<file path="src/hw/rtl/lote_pkg.sv">
`default_nettype none

package lote_pkg;

  // Fraction bits of the internal log/exp mantissa
  localparam int IFRAC = 30;
  // Number of squaring / root-multiply steps
  localparam int NumIter = 30;

  localparam logic signed [31:0] SAT_MAX = 32'sh7fff_ffff;
  localparam logic signed [31:0] SAT_MIN = 32'sh8000_0000;

  // Configuration register indexes
  localparam logic [2:0] REG_INVERSE_MODE = 3'd0;
  localparam logic [2:0] REG_OFFSET_A     = 3'd1;
  localparam logic [2:0] REG_OFFSET_B     = 3'd2;
  localparam logic [2:0] REG_LOG_GAIN     = 3'd3;
  localparam logic [2:0] REG_TOE_SLOPE    = 3'd4;
  localparam logic [2:0] REG_TOE_CUT      = 3'd5;

  // Which path a word takes through the pipeline
  typedef enum logic [1:0] {
    KIND_TOE,
    KIND_LOG,
    KIND_EXP,
    KIND_CONST
  } lote_kind_e;

  // Word carried through the iteration chain
  typedef struct packed {
    lote_kind_e         kind;
    logic signed [31:0] word;   // finished result for toe/const words
    logic [4:0]         p;      // log: msb position of x + a
    logic signed [6:0]  k;      // exp: binary exponent, clamped low
    logic               k_big;  // exp: scale leaves the range
    logic [30:0]        m;      // mantissa, IFRAC fraction bits
    logic [29:0]        bits;   // log: fraction out, exp: fraction in
  } lote_iter_t;

  // Configuration register file
  typedef struct packed {
    logic               inverse_mode;
    logic [30:0]        offset_a;
    logic signed [31:0] offset_b;
    logic [30:0]        log_gain;
    logic [30:0]        toe_slope;
    logic signed [31:0] toe_cut;
  } lote_cfg_t;

  // Integer square root, used at elaboration only
  function automatic logic [63:0] lote_isqrt(input logic [63:0] v);
    logic [63:0] rem;
    logic [63:0] res;
    logic [63:0] b;
    rem = v;
    res = '0;
    b   = 64'h4000_0000_0000_0000;
    for (int j = 0; j < 32; j++) begin
      if (rem >= res + b) begin
        rem = rem - (res + b);
        res = (res >> 1) + b;
      end else begin
        res = res >> 1;
      end
      b = b >> 2;
    end
    return res;
  endfunction

  // 2^(2^-i) in IFRAC fraction bits, by repeated floor square roots
  function automatic logic [30:0] lote_root(input int i);
    logic [63:0] r;
    r = 64'd2 << IFRAC;
    for (int j = 1; j <= NumIter; j++) begin
      if (j <= i) begin
        r = lote_isqrt(r << IFRAC);
      end
    end
    return r[30:0];
  endfunction

  // Saturate to the signed 32-bit range
  function automatic logic signed [31:0] lote_sat32(input logic signed [63:0] v);
    logic signed [31:0] y;
    if (v > 64'(SAT_MAX)) begin
      y = SAT_MAX;
    end else if (v < 64'(SAT_MIN)) begin
      y = SAT_MIN;
    end else begin
      y = v[31:0];
    end
    return y;
  endfunction

endpackage

`default_nettype wire

</file>
<file path="src/hw/rtl/lote_iter_stage.sv">
`default_nettype none

module lote_iter_stage #(
  parameter int STAGE = 1
) (
  input  wire                       clk_i,
  input  wire                       rst_ni,
  input  wire                       en_i,
  input  wire                       valid_i,
  input  wire lote_pkg::lote_iter_t data_i,
  output logic                      valid_o,
  output lote_pkg::lote_iter_t      data_o
);
  import lote_pkg::*;

  localparam logic [30:0] Root = lote_root(STAGE);

  logic        v_q;
  lote_iter_t  d_d, d_q;
  logic [30:0] mul_b;
  logic [61:0] prod;
  logic [31:0] sq;

  // Log squares the mantissa, exp multiplies by this stage's root when its fraction bit is set
  always_comb begin
    mul_b = (data_i.kind == KIND_LOG) ? data_i.m : Root;
    prod  = 62'(data_i.m) * 62'(mul_b);
    sq    = prod[61:30];
    d_d      = data_i;
    d_d.bits = {data_i.bits[28:0], 1'b0};
    if (data_i.kind == KIND_LOG) begin
      if (sq[31]) begin
        d_d.m       = sq[31:1];
        d_d.bits[0] = 1'b1;
      end else begin
        d_d.m = sq[30:0];
      end
    end else if (data_i.kind == KIND_EXP && data_i.bits[29]) begin
      d_d.m = sq[30:0];
    end
  end

  always_ff @(posedge clk_i or negedge rst_ni) begin
    if (!rst_ni) begin
      v_q <= 1'b0;
    end else if (en_i) begin
      v_q <= valid_i;
    end
  end

  always_ff @(posedge clk_i) begin
    if (en_i) begin
      d_q <= d_d;
    end
  end

  assign valid_o = v_q;
  assign data_o  = d_q;

endmodule

`default_nettype wire

</file>
<file path="config.mk">
export PLATFORM = sky130hd
export DESIGN_NAME = lote_iter_stage
export DESIGN_NICKNAME = d
export VERILOG_FILES = /design/src/hw/rtl/lote_pkg.sv /design/src/hw/rtl/lote_iter_stage.sv
export SDC_FILE = /design/constraint.sdc
export NUM_CORES = 2
export LEC_CHECK = 0
export BUFFER_PORTS_ARGS = -buffer_cell sky130_fd_sc_hd__buf_2
export CAP_MARGIN = 10
export CELL_PAD_IN_SITES_DETAIL_PLACEMENT = 0
export CELL_PAD_IN_SITES_GLOBAL_PLACEMENT = 2
export CORE_AREA = 3 3 311 313
export DETAILED_ROUTE_END_ITERATION = 10
export DIE_AREA = 0 0 314 316
export PLACE_DENSITY = 0.87
export SLEW_MARGIN = 15
export SYNTH_ARGS = -nofsm -noshare
export SYNTH_HDL_FRONTEND = slang
export SYNTH_SLANG_ARGS = --single-unit
</file>
<file path="constraint.sdc">
create_clock -name clk_i -period 0.8 [get_ports clk_i]
set_clock_uncertainty 0.15 [all_clocks]
set_input_delay 0.08 -clock clk_i [delete_from_list [all_inputs] [get_ports clk_i]]
set_output_delay 0.08 -clock clk_i [all_outputs]
set_load 0.02 [all_outputs]
</file>
# Yosys cells after proc, flatten, opt, wreduce, memory -nomap -nowiden
# Index checks and enable logic that the tools add are counted.
# totals
output_inout_bits	109
rom_bits	0
inputBits	112
latch_bits	0
mem_bits_rw	0
memories	0
regBits	109
word_cells	18
# op_classes
magnitude_cmp	0
bitwise	0
n_eq_ne	2
mux	5
mul	1
div_mod_pow	0
addsub	0
n_reduce_logical	1
n_shift	0
# ops
op	n
$mux 31	4
$mul 31x31->62	1
$eq 2x1->1 const B	1
$eq 2x2->1 const B	1
$logic_and 1x1->1	1
$mux 1	1

# Logic depth before layout (Yosys ltp)
# depth
ltp_word	5
ltp_mapped	35
ltp_nobuf	30

# Least setup slack after synthesis
# Ideal clock, no wire load.
# synth_timing
kind	in2reg
startpoint	input data_i[106] (netlist bit)
endpoint	register d_q (netlist bit data_o[46]) (data pin)
setup_time_ns	0.261
required_time_ns	0.389
t_arrival_ns	7.764
n_path_buf	5
path_stages	31
path_slack_ns	-7.375
cell_sequence	nor2b_1 > clkbuf_1 > clkbuf_1 > clkbuf_1 > nand2_1 > clkbuf_1 > and2_1 > fa_1 > fa_1 > inv_1 > fa_1 > fa_1 > inv_1 > fa_1 > fa_1 > fa_1 > inv_1 > fa_1 > inv_1 > ha_1 > buf_2 > nand4_1 > or3_1 > or2_1 > o22a_1 > o31ai_1 > a31o_1 > a2111oi_0 > a311oi_1 > mux2i_1 > a221o_1
# synth_lines
element	line_no	rtl
from (decl)	lote_iter_stage.sv:10	input wire lote_pkg::lote_iter_t data_i,
to (signal assigned)	lote_iter_stage.sv:53	d_q <= d_d;
to (decl)	lote_iter_stage.sv:19	lote_iter_t d_d, d_q;

==> key figures <==
Timing
  • RSZ-0062 raised after global routing: yes
  • Fin Setup TNS: -256.89 ns
  • Hold_ws: -0.191 ns
  • Slew headroom: 0.655
  • Final Hold Viols: 5
  • Max Freq: 128 MHz
  • Worst Slack Setup Final: -7.02 ns
  • Min cycle time layout: 7.82 ns
  • Tcrit/Tclk final: 9.77
  • Worst Tran Pin Value: 0.512 ns
  • Fin. max-slew vios: 0
  • Final setup viols: 144

Floorplanning
  • FP Rows: 113
  • Die W: 314 um
  • Die ar.: 0.0992 mm2
  • Core area: 0.0946 mm2
  • I/O pins: 221
  • Vert. Die Dim: 316 um
  • Initial Util: 0.367

Drt
  • Vias: 28800
  • Drt drc: 0
  • DR WL met2: 58.8 mm
  • WL met1: 52.0 mm
  • ANT nets after route: 0
  • Routed met3 length: 11.4 mm
  • Starting DRT DRC Count: 1967
  • Max layer used: met5
  • WL/cell: 22.2 um
  • Vias/cell: 5.05
  • TritonRoute pass-1 iters: 5
  • Final WL: 126 mm

Critical path
  • Top cell by count, worst path: fa_1
  • Worst path slowest cell: fa_2
  • Crit path required time: 0.77 ns
  • CP max FO: 5
  • Worst setup EP type: flip-flop
  • Max incr delay on CP: 0.63 ns
  • WP data arrival: 7.78 ns
  • CP Class: in2reg
  • Startpoint Class: input pin

Cells and area
  • Area delta synth->final: 32.3%
  • Share of layout cells above drive strength 1: 0.275
  • Layout Cells excl Fill: 5698
  • # fillers: 8795
  • Final Instance Area: 0.0459 mm2
  • Fin nets: 5627

Synth
  • Sequential area share after synthesis: 0.0942
  • Count of state elements after synthesis: 109
  • Synth cell types: 76
  • Post-synth top area share: 0.482
  • Syn nets: 4867
  • Simple logic cell fraction of the synthesized area: 0.156
  • Synth area leader: fa_1
  • Number of enable flip-flop cells after synthesis: 108
  • Cell Area, Synth: 0.0347 mm2
  • Xor/xnor share of the synthesized area: 0.00966
  • Multiplexer share of the synthesized area: 0.00379
  • Yosys warns: 0
  • Synth area leaders: fa_1 48%, edfxtp_1 9.3%, inv_1 9.2%
  • Post-synth top flop: edfxtp_1
  • Avg Cell Area, Syn: 9.46 um2
  • Largest family of logic cells by synthesized area: adder cells
  • Synth top cells by count: 847 x inv_1, 835 x fa_1, 490 x nand2_1
  • Compound-Gate Fraction of Synth Area: 0.0460
  • Async set-reset flop share out of synthesis: 0.00917
  • Post-synthesis adder-cell area fraction: 0.573
  • Cell count after synthesis: 3667
  • Most frequently used cell type in the post-synthesis netlist: inv_1

Placed design
  • Setup WS pre-CTS: -7.58 ns
  • Port bufs: 220
  • Inst Count DP: 5514
  • Post-detail-place hpwl: 104 mm
  • Placement Cell Area: 0.0419 mm2
  • GPL Wtd Cong: 0.920

Clock tree
  • H-tree depth: 3
  • CTS Root Cell: clkbuf_16
  • CTS tree: built
  • Hold_buf cts: 76
  • Clk_lat worst skew: 0.35 ns
  • Maximum clock path buffer count: 2
  • CTS buffer count: 9
  • Count of clock tree sinks: 109
  • Reg clk slew, reported paths: 0.08 ns

Global route
  • GRT Util Overall: 0.260
  • Vias in the first global route: 31700
  • Global-route wire length before repair: 194 mm
  • Initial antenna violation count: 5
  • Global route overflow: 0
  • Largest net degree at the start of global routing: 40

Status
  • Outcome: complete, but fails checks
  • Failing checks: hold timing, setup timing

Hold path
  • Hold Path Class: in2reg

Flow run
  • Max-Cap Viols: 0
[cell usage in the layout, fill, tap and decap left out, types with 12 or more instances in the layout]
cell type and n:
buf_6 136, buf_12 55, xnor2_1 14, buf_4 571, edfxtp_1 108, and3_4 13, dlygate4sd3_1 75, a21o_1 18
ha_4 23, a21oi_2 15, buf_2 121, ha_1 226, nand2_1 469, and3_1 188, o21ai_1 17, fa_1 787
o211ai_1 12, nor2_1 104, nand4_1 17, o21ai_0 25, and2_1 152, inv_1 820, nor2b_1 41, fa_2 48
a21oi_1 41, inv_2 28
[critical path, delay by kind of cell]
| kind | cells | cell delay (ns) |
|---|---|---|
| muxes | 1 | 0.11 |
| adders and majority gates | 9 | 4.42 |
| and+or+nand+nor | 3 | 0.30 |
| AOI/OAI and AO/OA | 9 | 1.78 |
| buffers and inverters | 9 | 1.08 |
[layout make-up]
class | count | area, um2 | area share
inverters | 853 | 3210 | 0.0700
repair buffers | 975 | 8620 | 0.188
diodes | 1 | 2.50 | 0.0000545
well taps | 1265 | 1580 | 0.0345
multi-input cells | 2479 | 28900 | 0.630
flip-flops and latches | 109 | 3270 | 0.0712
clock buffers | 10 | 239 | 0.00521
clock inverters | 6 | 63.8 | 0.00139
[kinds of logic (layout without fill, tap and decap cells)]
logic type	after synthesis	in the layout
adders and majority gates	1088	1088
xor gates and xnor gates	34	34
DFF	109	109
muxes	13	13
and+or+nand+nor	1103	1104
AOI/OAI and AO/OA	240	240
other	0	1
buffers and inverters	1080	1844
[worst paths after layout]
path,start,endpoint,slack [ns],depth (start not counted)
worst max-delay path,data_i[106],data_o[46],-7.02,31
worst min-delay path,valid_i,valid_o,-0.19,2
worst max register to register,valid_o,valid_o,-0.14,1
worst min register to register,valid_o,valid_o,0.40,1
max in group asynchronous,rst_ni,valid_o,0.32,3
min in group asynchronous,rst_ni,valid_o,0.09,3
[flip-flops by register name (all words and copies together), names as in the netlist]
name and flops:
valid_o 1, data_o 108
[routing by layer]
metal / vias to the layer above / track usage
met1: 14800 / 0.358
met3: 193 / 0.0527
met5: - / 0
met2: 1237 / 0.417
li1: 12500 / -
met4: 4 / 0.0747
[through the flow]
step | hold slack [ns] | util
CTS | -0.213 | 0.476
global placement | -0.295 | 0.443
floorplan | -0.366 | -
global route | -0.197 | 0.485
finish | -0.191 | 0.485
detailed placement | -0.295 | 0.443
[timing repair]
action	in CTS	in global routing
endpoints found under the setup margin	142	145
resized for setup	343	211
cloned	5	4
hold endpoints to repair	81	6
pin swaps	71	93
buffers inserted	68	22
Power is left out: the tool's default activity adds up to more than one toggle a clock period on the data nets, which glitch-free logic cannot reach.
