File: src/hw/rtl/lote_pkg.sv
`default_nettype none

package lote_pkg;

  // Fraction bits of the internal log/exp mantissa
  localparam int IFRAC = 30;
  // Number of squaring / root-multiply steps
  localparam int NumIter = 30;

  localparam logic signed [31:0] SAT_MAX = 32'sh7fff_ffff;
  localparam logic signed [31:0] SAT_MIN = 32'sh8000_0000;

  // Configuration register indexes
  localparam logic [2:0] REG_INVERSE_MODE = 3'd0;
  localparam logic [2:0] REG_OFFSET_A     = 3'd1;
  localparam logic [2:0] REG_OFFSET_B     = 3'd2;
  localparam logic [2:0] REG_LOG_GAIN     = 3'd3;
  localparam logic [2:0] REG_TOE_SLOPE    = 3'd4;
  localparam logic [2:0] REG_TOE_CUT      = 3'd5;

  // Which path a word takes through the pipeline
  typedef enum logic [1:0] {
    KIND_TOE,
    KIND_LOG,
    KIND_EXP,
    KIND_CONST
  } lote_kind_e;

  // Word carried through the iteration chain
  typedef struct packed {
    lote_kind_e         kind;
    logic signed [31:0] word;   // finished result for toe/const words
    logic [4:0]         p;      // log: msb position of x + a
    logic signed [6:0]  k;      // exp: binary exponent, clamped low
    logic               k_big;  // exp: scale leaves the range
    logic [30:0]        m;      // mantissa, IFRAC fraction bits
    logic [29:0]        bits;   // log: fraction out, exp: fraction in
  } lote_iter_t;

  // Configuration register file
  typedef struct packed {
    logic               inverse_mode;
    logic [30:0]        offset_a;
    logic signed [31:0] offset_b;
    logic [30:0]        log_gain;
    logic [30:0]        toe_slope;
    logic signed [31:0] toe_cut;
  } lote_cfg_t;

  // Integer square root, used at elaboration only
  function automatic logic [63:0] lote_isqrt(input logic [63:0] v);
    logic [63:0] rem;
    logic [63:0] res;
    logic [63:0] b;
    rem = v;
    res = '0;
    b   = 64'h4000_0000_0000_0000;
    for (int j = 0; j < 32; j++) begin
      if (rem >= res + b) begin
        rem = rem - (res + b);
        res = (res >> 1) + b;
      end else begin
        res = res >> 1;
      end
      b = b >> 2;
    end
    return res;
  endfunction

  // 2^(2^-i) in IFRAC fraction bits, by repeated floor square roots
  function automatic logic [30:0] lote_root(input int i);
    logic [63:0] r;
    r = 64'd2 << IFRAC;
    for (int j = 1; j <= NumIter; j++) begin
      if (j <= i) begin
        r = lote_isqrt(r << IFRAC);
      end
    end
    return r[30:0];
  endfunction

  // Saturate to the signed 32-bit range
  function automatic logic signed [31:0] lote_sat32(input logic signed [63:0] v);
    logic signed [31:0] y;
    if (v > 64'(SAT_MAX)) begin
      y = SAT_MAX;
    end else if (v < 64'(SAT_MIN)) begin
      y = SAT_MIN;
    end else begin
      y = v[31:0];
    end
    return y;
  endfunction

endpackage

`default_nettype wire

File: src/hw/rtl/lote_back.sv
`default_nettype none

module lote_back #(
  parameter int FRAC_BITS = 24
) (
  input  wire                       clk_i,
  input  wire                       rst_ni,
  input  wire                       en_i,
  input  wire lote_pkg::lote_cfg_t  cfg_i,
  input  wire                       valid_i,
  input  wire lote_pkg::lote_iter_t data_i,
  output logic                      valid_o,
  output logic signed [31:0]        word_o
);
  import lote_pkg::*;

  logic v1_q, v2_q, v3_q, v4_q;

  // Stage 1: log sum, exp scaling
  lote_kind_e         kind1_q;
  logic signed [31:0] word1_q;
  logic               big1_q;
  logic signed [55:0] pm1, lg1_d, lg1_q;
  logic [5:0]         sh1;
  logic [63:0]        pw64;
  logic [33:0]        pw1_d, pw1_q;

  // Stage 2: magnitude split, exp offset
  lote_kind_e         kind2_q;
  logic signed [31:0] word2_d, word2_q;
  logic               neg2_q;
  logic [55:0]        mag2;
  logic [23:0]        hi2_q;
  logic [31:0]        lo2_q;

  // Stage 3: partial products
  lote_kind_e         kind3_q;
  logic signed [31:0] word3_q;
  logic               neg3_q;
  logic [54:0]        ph3_q;
  logic [62:0]        pl3_q;

  // Stage 4: round and saturate
  logic signed [31:0] word4_d, word4_q;
  logic [63:0]        r4;

  always_ff @(posedge clk_i or negedge rst_ni) begin
    if (!rst_ni) begin
      v1_q <= 1'b0;
      v2_q <= 1'b0;
      v3_q <= 1'b0;
      v4_q <= 1'b0;
    end else if (en_i) begin
      v1_q <= valid_i;
      v2_q <= v1_q;
      v3_q <= v2_q;
      v4_q <= v3_q;
    end
  end

  // Stage 1
  always_comb begin
    pm1   = 56'($signed({1'b0, data_i.p})) - 56'(FRAC_BITS);
    lg1_d = (pm1 <<< IFRAC) + $signed(56'(data_i.bits))
          + (56'(cfg_i.offset_b) <<< (IFRAC - FRAC_BITS));
    sh1   = 6'(-data_i.k);
    if (data_i.k < 7'sd0) begin
      pw64 = (64'(data_i.m) + (64'd1 << (sh1 - 6'd1))) >> sh1;
    end else begin
      pw64 = 64'(data_i.m) << data_i.k[1:0];
    end
    pw1_d = pw64[33:0];
  end

  // Stage 2
  always_comb begin
    mag2    = lg1_q[55] ? 56'(-lg1_q) : 56'(lg1_q);
    word2_d = word1_q;
    if (kind1_q == KIND_EXP) begin
      if (big1_q) begin
        word2_d = SAT_MAX;
      end else begin
        word2_d = lote_sat32($signed(64'(pw1_q)) - $signed(64'(cfg_i.offset_a)));
      end
    end
  end

  // Stage 4: hi*c*4 plus rounded lo*c / 2^30
  always_comb begin
    r4 = (64'(ph3_q) << 2) + ((64'(pl3_q) + (64'd1 << (IFRAC - 1))) >> IFRAC);
    word4_d = word3_q;
    if (kind3_q == KIND_LOG) begin
      if (neg3_q) begin
        word4_d = (r4 > 64'h8000_0000) ? SAT_MIN : 32'(-r4);
      end else begin
        word4_d = (r4 > 64'h7fff_ffff) ? SAT_MAX : 32'(r4);
      end
    end
  end

  always_ff @(posedge clk_i) begin
    if (en_i) begin
      kind1_q <= data_i.kind;
      word1_q <= data_i.word;
      big1_q  <= data_i.k_big;
      lg1_q   <= lg1_d;
      pw1_q   <= pw1_d;

      kind2_q <= (kind1_q == KIND_EXP) ? KIND_CONST : kind1_q;
      word2_q <= word2_d;
      neg2_q  <= lg1_q[55];
      hi2_q   <= mag2[55:32];
      lo2_q   <= mag2[31:0];

      kind3_q <= kind2_q;
      word3_q <= word2_q;
      neg3_q  <= neg2_q;
      ph3_q   <= 55'(hi2_q) * 55'(cfg_i.log_gain);
      pl3_q   <= 63'(lo2_q) * 63'(cfg_i.log_gain);

      word4_q <= word4_d;
    end
  end

  assign valid_o = v4_q;
  assign word_o  = word4_q;

endmodule

`default_nettype wire

File: config.mk
export PLATFORM = sky130hd
export DESIGN_NAME = lote_back
export DESIGN_NICKNAME = d
export VERILOG_FILES = /design/src/hw/rtl/lote_pkg.sv /design/src/hw/rtl/lote_back.sv
export SDC_FILE = /design/constraint.sdc
export NUM_CORES = 2
export LEC_CHECK = 0
export BUFFER_PORTS_ARGS = -buffer_cell sky130_fd_sc_hd__buf_2
export CAP_MARGIN = 10
export CORE_MARGIN = 8
export CORE_UTILIZATION = 30
export CTS_BUF_LIST = sky130_fd_sc_hd__clkbuf_4 sky130_fd_sc_hd__clkbuf_8
export CTS_CLUSTER_DIAMETER = 50
export DETAILED_ROUTE_END_ITERATION = 6
export GPL_ROUTABILITY_DRIVEN = 0
export PLACE_DENSITY_LB_ADDON = 0.12
export SLEW_MARGIN = 20
export SYNTH_ARGS = -nofsm -noshare
export SYNTH_HDL_FRONTEND = slang
export SYNTH_SLANG_ARGS = --single-unit
File: constraint.sdc
create_clock -name clk_i -period 16.7 [get_ports clk_i]
set_input_delay 0.835 -clock clk_i [delete_from_list [all_inputs] [get_ports clk_i]]
set_output_delay 0.835 -clock clk_i [all_outputs]
set_load 0.05 [all_outputs]
; Yosys cells after proc, flatten, opt, wreduce, memory -nomap -nowiden
; Cells that the tools add are included.
[word_totals]
ff_bits = 405
inputBits = 270
out_inout_bits = 33
elab_cells = 54
[classes]
addsub = 11
n_mul = 2
magnitude_cmp = 5
eq_ne = 2
shifts = 3
n_mux = 10
[ops]
columns = operator, n
row1 = 32-bit 2-to-1 mux, 8
row2 = 31-bit by 64-bit adder with 64-bit output, 1
row3 = 63-bit by 30-bit adder with 64-bit output (second input constant), 1
row4 = 1-bit by 6-bit << shifter with 64-bit output (first input constant), 1
row5 = 64-bit by 6-bit right shift with 34-bit output, 1
row6 = 32-bit by 31-bit multiplier with 63-bit output, 1
row7 = 57-bit by 34-bit adder with 58-bit output, 1
row8 = 58-bit by 31-bit greater-than comparator with 1-bit output (second input constant), 1
row9 = 58-bit by 32-bit greater-than comparator with 1-bit output (second input constant), 1
row10 = 56-bit negator, 1
row11 = 24-bit by 31-bit multiplier with 55-bit output, 1
row12 = 55-bit 2-to-1 mux, 1
row13 = 37-bit by 38-bit adder with 39-bit output, 1
row14 = 36-bit by 31-bit adder with 37-bit output, 1
row15 = 35-bit by 32-bit greater-than comparator with 1-bit output (second input constant), 1
row16 = 35-bit by 32-bit less-than comparator with 1-bit output (second input constant), 1
row17 = 34-bit by 31-bit subtractor with 35-bit output, 1
row18 = 34-bit 2-to-1 mux, 1
row19 = 31-bit by 2-bit << shifter with 34-bit output, 1
row20 = 32-bit negator, 1
row21 = 7-bit by 1-bit less-than comparator with 1-bit output (second input constant), 1
row22 = 6-bit negator, 1
row23 = 5-bit by 5-bit subtractor with 6-bit output (second input constant), 1
row24 = 6-bit by 1-bit subtractor with 6-bit output (second input constant), 1
row25 = other kinds (2), 2

; Depth between registers and ports, before layout
[depth]
word_depth = 6
depth_mapped = 33
depth_no_buf = 31

; Least setup slack after synthesis
; No wires, ideal clock.
[synth_path]
path_type = input -> register
from = in cfg_i[85] in the netlist's numbering
to = reg pl3_q[61] (data pin)
setup_ns = 0.269
arrival_ns = 8.272
path_slack_ns = 8.159
stages = 28
cell_sequence = clkbuf_1 -> clkbuf_1 -> nand2_1 -> fa_1 -> inv_1 -> fa_1 -> inv_1 -> fa_1 -> inv_1 -> fa_1 -> fa_1 -> fa_1 -> fa_1 -> fa_1 -> ha_1 -> a21o_1 -> a21oi_1 -> o21bai_1 -> a2111oi_0 -> o31ai_1 -> a21o_1 -> a21oi_1 -> o32ai_1 -> a211oi_1 -> o21ai_0 -> a31oi_1 -> o31ai_1 -> xor2_1
[synth_via]
elab_chain_cells = 1
[synth_rtl]
columns = item, line_no
row1 = "start, declared", lote_back.sv:9  ; input wire lote_pkg::lote_cfg_t cfg_i,
row2 = 32-bit by 31-bit multiplier with 63-bit output, lote_back.sv:119  ; pl3_q <= 63'(lo2_q) * 63'(cfg_i.log_gain);
row3 = "end signal, assigned", lote_back.sv:119
row4 = "end, declared", lote_back.sv:41  ; logic [62:0] pl3_q;
; No other way between the ends.
; A chain may end at the register's enable or synchronous reset.

; Worst setup path in the final report
[layout_path]
from = in cfg_i[87] in the netlist's numbering
to = reg pl3_q[61] (data pin)
; The elaborated chain is that of the path after synthesis.

==> flow_summary.ini <==
[synth]
netlist_instances = 8734
synth-xor-area-share_pct = 2.884
syn_area_um2 = 79840
ys.flop_type = edfxtp_1
yosysUniqueCellTypes = 89
ys_seq_elements = 359
synth-simple-area-share_pct = 17.42
synth_compound_area_share_pct = 8.187
yosysSeqAreaShare_pct = 13.48
async_flop_share_pct = 1.114
yosys_warnings = 0
synth-edff-count = 355
muxShareOfSynthArea_pct = 1.388
syn_avg_cell_area_um2 = 9.141
synth_top_family_by_area = adder cells
synth_adder_area_share_pct = 46.67

[route]
wl_per_cell_um = 20.96
final_antenna_net_count = 0
wirelength_um = 258000
viasPerCell = 4.895
drt_pre_antenna_iters = 6
dr.first_iter.drc_count = 3390
drc = 0
via_count = 60257

[sta]
tns_ns = 0
rsz0062_at_grt = false
finalHoldViolCount = 0
fmax_mhz = 102.1
slew_viol_final = 0
min_period_ns = 9.792
post-route-period-util_pct = 58.63
slew_headroom_pct = 34.38
worst_pin_slew_ns = 0.9842
setup_viol = 0
skew_ns = 0.06527

[cells_and_area]
fillers = 27855
nets = 11054
drive_gt1_share_pct = 6.368
area_delta_synth_final_pct = 7.944
seqCellArea_um2 = 10760
multi_input_area_um2 = 61220

[status]
status = complete, no violations

[global_route]
grt_overflow_total = 0
grt_pass1_wl_um = 399900
grt_use_total_pct = 18.07
first_global_vias = 64684
grt_max_degree = 105
antenna_found_initial = 14

[floorplan]
placementRows = 189
die_w_um = 531.9
initial_core_util_pct = 30.15
coreArea_um2 = 264900
die_y_um = 531.9
io-pin-count = 303
die-area_um2 = 282900

[worst_setup_path]
critPathArrivalTime_ns = 10.22
worstSetupStartpoint = cfg_i[87]
crit_buf_inv = 5
end_kind = flop
worst_r2r_path_depth = 27
r2r_end = pl3_q[61]
crit_slowest_cell = a211oi_1
startpoint_type = input pin
endpoint = pl3_q[61]
cp_top_family = adder cells
cpMostUsedCell = fa_1
path_class = input pin to flop
cp_max_fo = 35
worstPathRequired_ns = 17.13
crit-reg2reg-launch = lo2_q[7]
r2r_setup_slack_ns = 7.30
slowest_delay_ns = 0.67
crit_cells = 28

[hold_path]
hold_path.class = input pin to flop
hold_depth = 1

[placed_design]
hpwl_um = 200100
placement.io_buffers = 238

[clock_network]
htree_levels = 3
cts_max_path_buffers = 3
postCtsSetupBuffers = 0
clock-sinks = 359
numCtsBuffers = 72
cts.clk_slew.worst_paths_ns = 0.06
clk_latency_ns = 0.75
clockRootBuffer = clkbuf_8
tritoncts = done

[job]
drv_cap = 0
cell type report:
cell class / count / share of cell area [%]
multi-input cells: 6271 / 71.03
flip-flops and latches: 359 / 12.49
inverters: 1641 / 7.147
well taps: 3533 / 5.129
repair buffers: 364 / 2.497
clock buffers: 82 / 1.237
clock inverters: 46 / 0.4341
diodes: 13 / 0.03775
cell usage in the layout (no fill, tap or decap), drive strengths merged, types with 119 or more instances in the layout:
cell | netlist | layout
a21oi | 262 | 262
nand3 | 119 | 119
nor2 | 288 | 288
inv | 1641 | 1646
nand2 | 1192 | 1192
and2 | 844 | 844
ha | 570 | 570
fa | 1505 | 1505
xnor2 | 185 | 185
edfxtp | 355 | 355
buf | 17 | 363
o21ai | 187 | 187
flip-flops by register name, summed over array words and instances (netlist names), 2 cells and up:
signal	flops
hi2_q	24
pw1_q	34
pl3_q	34
kind2_q	2
kind1_q	2
word1_q	32
kind3_q	2
word2_q	32
lo2_q	32
lg1_q	39
word_o	32
ph3_q	55
word3_q	32
cells in the mapped netlist (10+ instances only):
cell type  count  share of area, %
nand2b_1      44              0.34
nand4_1       35              0.27
nand2_1     1192               5.6
mux2_2        26              0.37
buf_1         14             0.066
o21ai_0      169               1.1
nand3_1      119              0.75
a211oi_1      40              0.38
clkbuf_1     462               2.2
and2_1       844               6.6
o21a_1        46              0.43
nor2_1       288               1.4
or2_2         17              0.13
o32ai_1       10              0.11
nor3_1        89              0.56
o22ai_1       24              0.19
a31oi_1       60              0.47
o2111ai_1     11              0.12
a311oi_1      14              0.15
a21oi_1      261               1.6
mux2i_1       59              0.74
xnor2_1      185               2.0
and3_1        54              0.42
o211ai_1      31              0.29
o221ai_1      13              0.14
fa_1        1505                38
and4_1        21              0.23
o21bai_1      33              0.31
a21o_1        88              0.83
nor4_1        14              0.11
or3_1         23              0.18
ha_1         570               8.9
edfxtp_1     355                13
or4_1         12              0.11
o41ai_1       13              0.14
o31ai_1       41              0.39
xor2_1        76              0.83
nand3b_1      16              0.15
inv_1       1641               7.7
o21ai_1       18              0.11
mux4_2        10              0.28
a21boi_0      15              0.14
a211o_1       11              0.12
nor2b_1       33              0.26
through the flow:
stage          cells  hold slack [ns]  instance area, um2  setup WS [ns]  utilization (%)
3_5_place_dp   12167           0.4045               84700          6.136            31.98
4_1_cts        12296           0.1467               86150          6.901            32.53
3_3_place_gp   12167           0.4019               84700          6.196            31.98
6_report       12309           0.2522               86180          6.908            32.54
2_1_floorplan   8750           0.4003               79900          8.159                -
5_1_grt        12299           0.1668               86160          6.527            32.53
layer usage:
metal,vias up,part of all wire (%),GRT usage [%]
met3,293,4.1,1.924
met1,31272,45,24.79
met4,0,2.7,4.548
li1,27252,-,-
met5,-,0,0
met2,1440,48,30.54
what timing repair did:
item | 4_1_cts | 5_1_grt
hold buffers | 1 | 0
resized for setup | 0 | 0
hold endpoints to repair | 4 | 0
cell families after synthesis:
family          after synthesis
buf+inv                    2120
other cells                   1
simple gates               2827
mux                          95
flops                       359
xor+xnor                    262
fa+ha+maj                  2075
compound gates              995
worst min path at each step:
stage,slack (ns),endpoint,startpoint
after CTS,0.15,word1_q[7],data_i[81]
after global routing,0.17,word1_q[22],data_i[96]
final,0.25,word1_q[7],data_i[81]
after floorplan,0.40,kind3_q[0],kind2_q[0]
after detailed placement,0.40,word3_q[13],word2_q[13]
after global placement,0.40,word3_q[20],word2_q[20]
Power is not shown: default switching activity piles up to over one toggle a cycle in this logic, so the estimate is an artifact.
